$ cat src/design/sorted_insert_priority_queue_macros.svh
// Assertion macros for the sorted-insert priority queue.
// Used by the top level only; clock and reset are the module's own ports.
`ifndef SORTED_INSERT_PRIORITY_QUEUE_MACROS_SVH
`define SORTED_INSERT_PRIORITY_QUEUE_MACROS_SVH

`ifndef ASSERT_OFF
// Same-cycle implication, checked on every rising clock edge out of reset.
`define SIPQ_ASSERT_IMP(label, ante, cons) \
   label: assert property (@(posedge clock) disable iff (reset) (ante) |-> (cons)) \
      else $error("sipq assertion failed");
// Next-cycle implication.
`define SIPQ_ASSERT_NXT(label, ante, cons) \
   label: assert property (@(posedge clock) disable iff (reset) (ante) |=> (cons)) \
      else $error("sipq assertion failed");
`else
`define SIPQ_ASSERT_IMP(label, ante, cons)
`define SIPQ_ASSERT_NXT(label, ante, cons)
`endif

`endif

$ cat src/design/sipq_pkg.sv
// Types and constants of the sorted-insert priority queue.
// No dependencies; imported by the top level.
package sipq_pkg;

   localparam int QUEUE_DEPTH = 16;
   localparam int IDX_W       = $clog2(QUEUE_DEPTH);
   localparam int CNT_W       = $clog2(QUEUE_DEPTH + 1);
   localparam int KEY_W       = 32;
   localparam int TAG_W       = 16;
   localparam int COUNT_OUT_W = 5;

   typedef enum logic {
      OP_ENQ = 1'b0,
      OP_DEQ = 1'b1
   } op_type;

   typedef enum logic [1:0] {
      STAT_DONE  = 2'd0,
      STAT_FULL  = 2'd1,
      STAT_EMPTY = 2'd2
   } status_type;

   typedef enum logic [2:0] {
      FSM_IDLE,
      FSM_START,
      FSM_DEQ,
      FSM_ENQ,
      FSM_PUT
   } fsm_type;

   typedef struct packed {
      op_type           op;
      logic [KEY_W-1:0] key;
      logic [TAG_W-1:0] tag;
   } req_word_type;

   typedef struct packed {
      status_type             status;
      logic [KEY_W-1:0]       key_out;
      logic [TAG_W-1:0]       tag_out;
      logic [COUNT_OUT_W-1:0] count;
   } rsp_word_type;

   typedef struct packed {
      logic [KEY_W-1:0] key;
      logic [TAG_W-1:0] tag;
   } entry_type;

endpackage

$ cat src/design/sipq_ram.sv
// Generic simple dual-port RAM: one write port, one read port, registered read.
// No dependencies.
module sipq_ram #(
   parameter int WIDTH = 8,
   parameter int DEPTH = 16
) (
   input  logic                     clock,
   input  logic                     wr_en,
   input  logic [$clog2(DEPTH)-1:0] wr_addr,
   input  logic [WIDTH-1:0]         wr_data,
   input  logic [$clog2(DEPTH)-1:0] rd_addr,
   output logic [WIDTH-1:0]         rd_data
);

   logic [WIDTH-1:0] mem_ff [DEPTH];

   // Write port.
   always_ff @(posedge clock) begin
      if (wr_en) begin
         mem_ff[wr_addr] <= wr_data;
      end
   end

   // Read port, registered.
   always_ff @(posedge clock) begin
      rd_data <= mem_ff[rd_addr];
   end

endmodule

$ cat src/design/sorted_insert_priority_queue.sv
// Sorted-insert min priority queue: top level with control and entry RAM.
// Depends on sipq_pkg, sipq_ram and sorted_insert_priority_queue_macros.svh.
//
//  channel  direction  handshake              word
//  req      in         req_valid/req_ready    req_word  (op, key, tag)
//  rsp      out        rsp_valid/rsp_ready    rsp_word  (status, key_out, tag_out, count)
//
// Entries live in a ring inside one RAM, ascending from the head, so a dequeue
// only moves the head. An enqueue walks back from the tail, one RAM read and one
// shifting write per cycle, until the new key finds its place.
// A rejection or an enqueue into an empty queue ends at the start step, a
// dequeue ends at the DEQ step, and any other enqueue walks one step per stored
// entry with a larger key, paced by the RAM's registered read.
// Reset (synchronous) empties the queue; RAM contents are not cleared.
// A stalled result holds the block at its final step; one finished word may wait
// in the output register while the next request is taken.
`include "sorted_insert_priority_queue_macros.svh"

module sorted_insert_priority_queue
   import sipq_pkg::*;
(
   input  logic         clock,
   input  logic         reset,
   input  logic         req_valid,
   output logic         req_ready,
   input  req_word_type req_word,
   output logic         rsp_valid,
   input  logic         rsp_ready,
   output rsp_word_type rsp_word
);

   fsm_type          state_ff, state_in;
   logic [IDX_W-1:0] head_ff, head_in;
   logic [CNT_W-1:0] count_ff, count_in;
   logic [IDX_W-1:0] pos_ff, pos_in;
   req_word_type     req_ff, req_in;
   rsp_word_type     rsp_ff, rsp_in;
   logic             rsp_valid_ff, rsp_valid_in;

   logic             ram_wr_en;
   logic [IDX_W-1:0] ram_wr_addr;
   entry_type        ram_wr_data;
   logic [IDX_W-1:0] ram_rd_addr;
   entry_type        ram_rd_data;
   logic             out_free;
   entry_type        new_entry;

   // Map a position counted from the head onto a RAM address in the ring.
   function automatic logic [IDX_W-1:0] phys(input logic [IDX_W-1:0] head,
                                             input logic [IDX_W-1:0] lidx);
      logic [IDX_W:0] sum;
      sum = {1'b0, head} + {1'b0, lidx};
      if (sum >= (IDX_W+1)'(QUEUE_DEPTH)) begin
         sum = sum - (IDX_W+1)'(QUEUE_DEPTH);
      end
      return sum[IDX_W-1:0];
   endfunction

   // Entry storage.
   sipq_ram #(
      .WIDTH($bits(entry_type)),
      .DEPTH(QUEUE_DEPTH)
   ) u_entry_ram (
      .clock  (clock),
      .wr_en  (ram_wr_en),
      .wr_addr(ram_wr_addr),
      .wr_data(ram_wr_data),
      .rd_addr(ram_rd_addr),
      .rd_data(ram_rd_data)
   );

   assign req_ready = (state_ff == FSM_IDLE);
   assign rsp_valid = rsp_valid_ff;
   assign rsp_word  = rsp_ff;
   assign out_free  = !rsp_valid_ff || rsp_ready;
   assign new_entry = '{key: req_ff.key, tag: req_ff.tag};

   // Control state.
   always_ff @(posedge clock) begin
      if (reset) begin
         state_ff     <= FSM_IDLE;
         head_ff      <= '0;
         count_ff     <= '0;
         rsp_valid_ff <= 1'b0;
      end else begin
         state_ff     <= state_in;
         head_ff      <= head_in;
         count_ff     <= count_in;
         rsp_valid_ff <= rsp_valid_in;
      end
   end

   // Payload registers.
   always_ff @(posedge clock) begin
      pos_ff <= pos_in;
      req_ff <= req_in;
      rsp_ff <= rsp_in;
   end

   // Next state, RAM accesses and result formation.
   always_comb begin
      state_in     = state_ff;
      head_in      = head_ff;
      count_in     = count_ff;
      pos_in       = pos_ff;
      req_in       = req_ff;
      rsp_in       = rsp_ff;
      rsp_valid_in = rsp_valid_ff && !rsp_ready;
      ram_wr_en    = 1'b0;
      ram_wr_addr  = phys(head_ff, pos_ff);
      ram_wr_data  = new_entry;
      ram_rd_addr  = phys(head_ff, '0);

      unique case (state_ff)
         FSM_IDLE: begin
            if (req_valid) begin
               req_in   = req_word;
               state_in = FSM_START;
            end
         end

         FSM_START: begin
            if (req_ff.op == OP_DEQ) begin
               if (count_ff == '0) begin
                  // Dequeue from an empty queue is rejected.
                  if (out_free) begin
                     rsp_in       = '{STAT_EMPTY, '0, '0, COUNT_OUT_W'(count_ff)};
                     rsp_valid_in = 1'b1;
                     state_in     = FSM_IDLE;
                  end
               end else begin
                  // Head entry is being read; it arrives next cycle.
                  state_in = FSM_DEQ;
               end
            end else begin
               if (count_ff == CNT_W'(QUEUE_DEPTH)) begin
                  // Enqueue into a full queue is rejected.
                  if (out_free) begin
                     rsp_in       = '{STAT_FULL, '0, '0, COUNT_OUT_W'(count_ff)};
                     rsp_valid_in = 1'b1;
                     state_in     = FSM_IDLE;
                  end
               end else if (count_ff == '0) begin
                  // Empty queue: the new entry goes straight to the head.
                  if (out_free) begin
                     ram_wr_en    = 1'b1;
                     ram_wr_addr  = phys(head_ff, '0);
                     count_in     = count_ff + CNT_W'(1);
                     rsp_in       = '{STAT_DONE, '0, '0, COUNT_OUT_W'(count_in)};
                     rsp_valid_in = 1'b1;
                     state_in     = FSM_IDLE;
                  end
               end else begin
                  // Start the walk at the tail.
                  ram_rd_addr = phys(head_ff, IDX_W'(count_ff - CNT_W'(1)));
                  pos_in      = IDX_W'(count_ff);
                  state_in    = FSM_ENQ;
               end
            end
         end

         FSM_DEQ: begin
            // Return the head entry and advance the ring.
            if (out_free) begin
               count_in     = count_ff - CNT_W'(1);
               head_in      = (head_ff == IDX_W'(QUEUE_DEPTH - 1)) ? '0
                                                                   : head_ff + IDX_W'(1);
               rsp_in       = '{STAT_DONE, ram_rd_data.key, ram_rd_data.tag,
                                COUNT_OUT_W'(count_in)};
               rsp_valid_in = 1'b1;
               state_in     = FSM_IDLE;
            end
         end

         FSM_ENQ: begin
            // ram_rd_data holds the entry just below pos_ff.
            if (req_ff.key < ram_rd_data.key) begin
               // Larger key moves up one place; keep walking down.
               ram_wr_en   = 1'b1;
               ram_wr_data = ram_rd_data;
               pos_in      = pos_ff - IDX_W'(1);
               if (pos_ff == IDX_W'(1)) begin
                  state_in = FSM_PUT;
               end else begin
                  ram_rd_addr = phys(head_ff, pos_ff - IDX_W'(2));
               end
            end else begin
               // Keep the read steady in case the result side stalls.
               ram_rd_addr = phys(head_ff, pos_ff - IDX_W'(1));
               if (out_free) begin
                  ram_wr_en    = 1'b1;
                  count_in     = count_ff + CNT_W'(1);
                  rsp_in       = '{STAT_DONE, '0, '0, COUNT_OUT_W'(count_in)};
                  rsp_valid_in = 1'b1;
                  state_in     = FSM_IDLE;
               end
            end
         end

         FSM_PUT: begin
            // New key is the smallest: it lands at the head.
            if (out_free) begin
               ram_wr_en    = 1'b1;
               count_in     = count_ff + CNT_W'(1);
               rsp_in       = '{STAT_DONE, '0, '0, COUNT_OUT_W'(count_in)};
               rsp_valid_in = 1'b1;
               state_in     = FSM_IDLE;
            end
         end

         default: begin
            state_in = FSM_IDLE;
         end
      endcase
   end

   // The queue never holds more than its depth.
   `SIPQ_ASSERT_IMP(a_count_bound, 1'b1, count_ff <= CNT_W'(QUEUE_DEPTH))
   // Every change of occupancy comes with a new result in the output register.
   `SIPQ_ASSERT_IMP(a_count_with_rsp, count_ff != $past(count_ff), rsp_valid_ff)
   // Only a completed dequeue moves the head.
   `SIPQ_ASSERT_IMP(a_head_on_deq, head_ff != $past(head_ff), $past(state_ff) == FSM_DEQ)
   // The RAM is written only on the enqueue path.
   `SIPQ_ASSERT_IMP(a_write_on_enq, ram_wr_en,
                    state_ff == FSM_START || state_ff == FSM_ENQ || state_ff == FSM_PUT)

endmodule

$ cat config.mk
export PLATFORM = sky130hd
export DESIGN_NAME = sorted_insert_priority_queue
export DESIGN_NICKNAME = d
export VERILOG_FILES = /design/src/design/sipq_pkg.sv /design/src/design/sipq_ram.sv /design/src/design/sorted_insert_priority_queue.sv
export VERILOG_INCLUDE_DIRS = /design/src /design/src/design
export SDC_FILE = /design/constraint.sdc
export NUM_CORES = 1
export LEC_CHECK = 0
export ABC_AREA = 1
export BUFFER_PORTS_ARGS = -buffer_cell sky130_fd_sc_hd__buf_2
export CAP_MARGIN = 5
export CORE_MARGIN = 4
export CORE_UTILIZATION = 38
export CTS_CLUSTER_DIAMETER = 200
export DETAILED_ROUTE_END_ITERATION = 8
export PLACE_DENSITY_LB_ADDON = 0.08
export SYNTH_ARGS = -nofsm -noshare
export SYNTH_HDL_FRONTEND = slang
export SYNTH_SLANG_ARGS = --single-unit
$ cat constraint.sdc
create_clock -name clock -period 12 [get_ports clock]
set_input_delay 1.8 -clock clock [delete_from_list [all_inputs] [get_ports clock]]
set_output_delay 1.8 -clock clock [all_outputs]
set_load 0.1 [all_outputs]
# --- Word level (Yosys, flattened, before mapping) ---
# Memory sizes are Yosys's and may differ from the RTL's. A register that Yosys moved wholly into a read port is not among the register bits.
# Cells that the tools add are included.
totals:
  regBits: 121
  mem_bits_rw: 768
  in_bits: 53
  output_inout_bits: 57
  wordCells: 132
  memories: 1
classes:
  n_addsub: 14
  order_cmp: 6
  n_eq_ne: 20
  muxes: 64
  n_reduce_logical: 15
mem_list:
  columns: ["memory", "words", "width", "read_ports", "rd_clocked_by_memory_dff", "write_ports", "line_no", "source"]
  rows:
  - ["u_entry_ram.mem_ff", 16, 48, 1, 1, 1, "sipq_ram.sv:15", "logic [WIDTH-1:0] mem_ff [DEPTH];"]
op_table:
  columns: ["operator", "count"]
  rows:
  - ["two-way mux 55 bit", 9]
  - ["case mux 55 bit (4 select lines)", 1]
  - ["two-way mux 48 bit", 2]
  - ["two-way mux 4 bit", 20]
  - ["< comparator 32 bit", 1]
  - ["two-way mux 5 bit", 6]
  - ["two-way mux 3 bit", 8]
  - ["subtractor 4 x 1 -> 4 bit (second input constant)", 6]
  - ["adder 4 x 4 -> 5 bit", 4]
  - ["greater-or-equal comparator 5 bit (second input constant)", 4]
  - ["case mux 5 bit (4 select lines)", 1]
  - ["inequality test 2 bit (second input constant)", 8]
  - ["case mux 4 bit (2 select lines)", 2]
  - ["inequality test 3 bit (second input constant)", 5]
  - ["two-way mux 1 bit", 12]
  - ["case mux 3 bit (4 select lines)", 1]
  - ["AND reduction 7 bit", 1]
  - ["equality test 3 x 2 -> 1 bit (second input constant)", 2]
  - ["case mux 1 bit (3 select lines)", 2]
  - ["AND reduction 2 bit", 3]
  - ["AND reduction 6 bit", 1]
  - ["adder 5 x 1 -> 5 bit (second input constant)", 1]
  - ["equality test 5 bit (second input constant)", 1]
  - ["greater-or-equal comparator 4 x 5 -> 1 bit (second input constant)", 1]
  - ["other kinds (16)", 17]

# --- Longest topological paths before layout ---
depth:
  ltp_word: 9
  depth_mapped: 23
  depth_no_buf: 21

# --- Cells and area by module ---
# Synthesis repeated with hierarchy kept, for this count alone.
hier_totals:
  hier_cells: 3952
  hier_area_um2: 41167.0
by_module_without_submodules:
  columns: ["mod", "instances", "cells_each", "area_each_um2", "seq_area_each_um2"]
  rows:
  - ["sipq_ram", 1, 3165, 33988.8, 24023.0]
  - ["sorted_insert_priority_queue", 1, 787, 7178.1, 3503.4]

# --- Worst setup path before layout ---
# OpenSTA, ideal clock, no wires.
synth_path:
  kind: "input port to flip-flop"
  from: "input rsp_ready"
  to: "register rsp_ff (netlist bit rsp_word[0]), enable pin"
  arrival_ns: 6.321
  required_time_ns: 11.450
  setup_slack_ns: 5.128
  cell_stages: 5
  n_path_buf: 1
  path_cell_list: "nor2_1 -> clkbuf_1 -> nand2_1 -> o211ai_1 -> a211oi_1"
synth_between:
  elab_chain_len: 3
  word_cells_on_any_way: 5
synth_lines:
  columns: ["element", "line_no", "source"]
  rows:
  - ["from (decl)", "sorted_insert_priority_queue.sv:28", "input logic rsp_ready,"]
  - ["logical OR 1 bit (*)", "sorted_insert_priority_queue.sv:75", "assign out_free = !rsp_valid_ff || rsp_ready;"]
  - ["inequality test 3 bit (no source line) / inequality test 2 bit (equally long branches)", null, null]
  - ["AND reduction 7 bit (no source line) (*)", null, null]
  - ["to (signal assigned)", "sorted_insert_priority_queue.sv:97", "rsp_ff <= rsp_in;"]
  - ["to (decl)", "sorted_insert_priority_queue.sv:37", "rsp_word_type rsp_ff, rsp_in;"]
# Mark *: on every way between the ends. The rest lies on a longest branch, timed or not.
# A chain may end at the register's enable or synchronous reset.

# --- Worst setup path after layout ---
layout_path:
  from: "register u_entry_ram.rd_data[41], read port of u_entry_ram.mem_ff"
  to: "memory u_entry_ram.mem_ff[4][0] in the netlist's numbering, enable pin"
layout_between:
  elab_chain_len: 5
layout_lines:
  columns: ["element", "line_no", "source"]
  rows:
  - ["from (decl)", "sipq_ram.sv:12", "output logic [WIDTH-1:0] rd_data"]
  - ["< comparator 32 bit", "sorted_insert_priority_queue.sv:177", "if (req_ff.key < ram_rd_data.key) begin"]
  - ["two-way mux 1 bit", "sorted_insert_priority_queue.sv:177", null]
  - ["case mux 1 bit (3 select lines)", "sorted_insert_priority_queue.sv:114", "unique case (state_ff)"]
  - ["two-way mux 1 bit", "sipq_ram.sv:19", "if (wr_en) begin"]
  - ["two-way mux 1 bit (implied by the code)", "sipq_ram.sv:20", "mem_ff[wr_addr] <= wr_data;"]
  - ["to (decl)", "sipq_ram.sv:15", null]
# No other way between the ends.

==> flow_summary_export.csv <==
group,metric,value,unit
floorplanning,core-area,108000,µm²
clock_network,cts_setup_buffers,0,
final_layout,drive_gt1_share,10.1,%
route,via_per_inst,5.09,
critical_path,path_buf_inv,3,
route,drt_first_pass_iters,5,
sta,hold-worst-slack,0.573,ns
logic_synthesis,synth_edf_count,876,
route,post-route-drc-count,0,
final_layout,area_growth,13.4,%
logic_synthesis,syn_area_per_cell,10.7,µm²
sta,fin_crit_sh,42.9,%
global_route,overflow,0,
critical_path,critPathSlowestCell,"nor2_4",
sta,slew_viol_final,0,
global_route,track_usage,20.3,%
logic_synthesis,synth_cells,3873,
floorplanning,die_area,114000,µm²
critical_path,crit_path_end_kind,"register",
logic_synthesis,synth.yosys.seq_area_share,66.5,%
logic_synthesis,syn-cell-area,41400,µm²
critical_path,path_max_fanout,54,
final_layout,fillCellCount,10100,
placement,hpwlAfterDp,61.0,mm
critical_path,crit_arrival,5.45,ns
critical_path,critPathRequiredTime,12.30,ns
floorplanning,fp.dieH,338,µm
clock_network,clock_sinks,937,
flow_run,cap_violations,0,
sta,setup_tns,0,ns
global_route,grt_pass1_vias,27000,
clock_network,path_clk_slew,0.06,ns
route,ant_nets,0,
clock_network,numCtsBuffers,107,
clock_network,clkLatencyLatePin,0.70,ns
final_layout,diodes,0,
clock_network,cts_tree,"yes",
logic_synthesis,synth_cell_types,43,
clock_network,hold_buffers,0,
route,routed-via-count,27700,
sta,finalSetupViolations,0,
critical_path,startpoint_type,"register",
route,wl_per_cell,21.7,µm
global_route,grt_antenna_before_repair,1,
outcome,status,"completed",
global_route,met2_usage,32.2,%
global_route,busiest_layer,"met2",
pwr,finalPower,12.0,mW
sta,rsz0062_at_grt,"no",
pwr,irDropWorstVdd,0.000244,V
sta,hold_viol,0,
clock_network,cts_buffer_depth,3,
route,dr.first_iter.drc_count,2195,
floorplanning,ios,110,
sta,tightest_slew,1.23,ns
critical_path,path_delay_family,"simple AND/OR/NAND/NOR gates",
global_route,use_met3,3.32,%
placement,place.gp.congestion,0.786,
clock_network,cts_resized,0,
sta,min_period,5.15,ns
logic_synthesis,yosys_register_bits,937,
min_path,hold_path_class,"register to register",
logic_synthesis,async_flop_share,0,%
final_layout,final_cell_mix,"nand3_1 (880), edfxtp_1 (876), nand2_1 (775)",
global_route,use_met1,29.1,%
critical_path,path_class,"register to register",
floorplanning,start_util,38.5,%
logic_synthesis,yosysWarnings,0,
clock_network,htreeDepth,3,
placement,io_buffers,109,
global_route,grt_pass1_wl,177,mm
floorplanning,fp.dieW,338,µm
floorplanning,fp-row-count,120,
route,finalWirelength,118,mm
final_layout,final_nets,4052,
pwr,pwr_density_cell,256,nW/µm²
sta,fmax,0.194,GHz
sta,worst_clock_skew,0.0292,ns
clock_network,cts_root_buf,"clkbuf_16",
critical_path,crit_chain,"inv_1 -> ha_1 -> a21oi_1 -> o21ai_1 -> nand2_1 -> nand3_1 -> nor2_1 -> nand2_2 -> nor2_1 -> inv_4 -> nand2_1 -> nand3_1 -> nor2_4 -> buf_4",
logic_synthesis,synth_top_flop_cell,"edfxtp_1",
global_route,grt_max_degree,196,
sta,slew_headroom,18.1,%
logic_synthesis,syn-num-nets,3979,
final_layout,final_common_cell,"nand3_1",
pwr,leakage,19.1,nW
critical_path,critPathMaxStageDelay,0.71,ns
## report_power, final
part / switching (mW) / leakage [nW] / internal, mW
logic: 3.48 / 8.90 / 1.04
clock network: 1.35 / 1.73 / 1.91
registers: 0.159 / 8.45 / 4.09
total: 4.99 / 19.1 / 7.03
## per-stage QoR
step	utilization [%]	std cells	setup WS (ns)	area, µm²
after floorplan	-	3873	5.13	41400
after global placement	40.4	5240	6.93	43500
after detailed placement	40.4	5240	6.83	43500
after CTS	43.6	5442	6.82	47000
after global routing	43.6	5442	6.52	47000
final	43.6	5442	6.85	47000
## registers in the layout, summed over array words and instances (netlist names)
| register | count |
|---|---|
| count_ff | 5 |
| head_ff | 4 |
| new_entry | 48 |
| pos_ff | 4 |
| req_ff | 1 |
| rsp_valid | 1 |
| rsp_word | 55 |
| state_ff | 3 |
| u_entry_ram.mem_ff | 768 |
| u_entry_ram.rd_data | 48 |
## worst paths after layout
| path | from | end | slack, ns | cells after the start |
|---|---|---|---|---|
| setup reg to reg | u_entry_ram.rd_data[41] | u_entry_ram.mem_ff[4][0] | 6.85 | 14 |
| hold reg to reg | count_ff[4] | count_ff[4] | 0.57 | 2 |
| setup / recovery | u_entry_ram.rd_data[41] | u_entry_ram.mem_ff[4][0] | 6.85 | 14 |
| hold / removal | count_ff[4] | count_ff[4] | 0.57 | 2 |
## area by class of cell
cell class              count  area (µm²)  share of cell area [%]
clock buffers             144        2930                    6.23
well taps                1403        1760                    3.74
clock inverters            58         587                    1.25
multi-input cells        2106       10700                    22.8
inverters                 603        2280                    4.85
repair buffers            191        1200                    2.55
flip-flops and latches    937       27500                    58.6
## worst min-delay path, delay by kind of cell, from the launching register on
kind	cells	cell delay (ns)
compound gates	1	0.07
flops	1	0.34
buf+inv	1	0.12
## synth_stat cells (all sizes together), types with 4 or more instances
| master | number | area [µm²] |
|---|---|---|
| o22ai | 49 | 307 |
| nor3 | 10 | 60.1 |
| a21oi | 34 | 170 |
| nor2 | 43 | 200 |
| nand2 | 779 | 2930 |
| dfxtp | 61 | 1220 |
| o21ai | 94 | 478 |
| o211ai | 7 | 52.6 |
| ha | 49 | 613 |
| buf | 158 | 855 |
| a211oi | 4 | 30.0 |
| fa | 4 | 80.1 |
| xor2 | 16 | 140 |
| inv | 602 | 2260 |
| edfxtp | 876 | 26300 |
| nand4 | 6 | 37.5 |
| o221ai | 4 | 35.0 |
| nand3b | 111 | 833 |
| nand3 | 882 | 4420 |
| clkbuf | 69 | 259 |
## kinds of logic (layout without fill, tap and decap cells)
kind of cell / count (synthesis) / count (layout) / synth area share, %
AND/OR/NAND/NOR: 1834 / 1834 / 20.5
flip-flops: 937 / 937 / 66.5
XOR/XNOR: 18 / 18 / 0.399
AO/OA/AOI/OAI: 201 / 201 / 2.75
buffers and inverters: 830 / 996 / 8.16
adder cells (fa/ha/maj): 53 / 53 / 1.67
## layer usage
| metal | vias up | part of all wire, % |
|---|---|---|
| met5 | - | 0 |
| met1 | 13500 | 47 |
| met4 | 0 | 2.4 |
| li1 | 13300 | - |
| met3 | 165 | 5.2 |
| met2 | 688 | 45 |
Power figures use the tool's default switching activity.
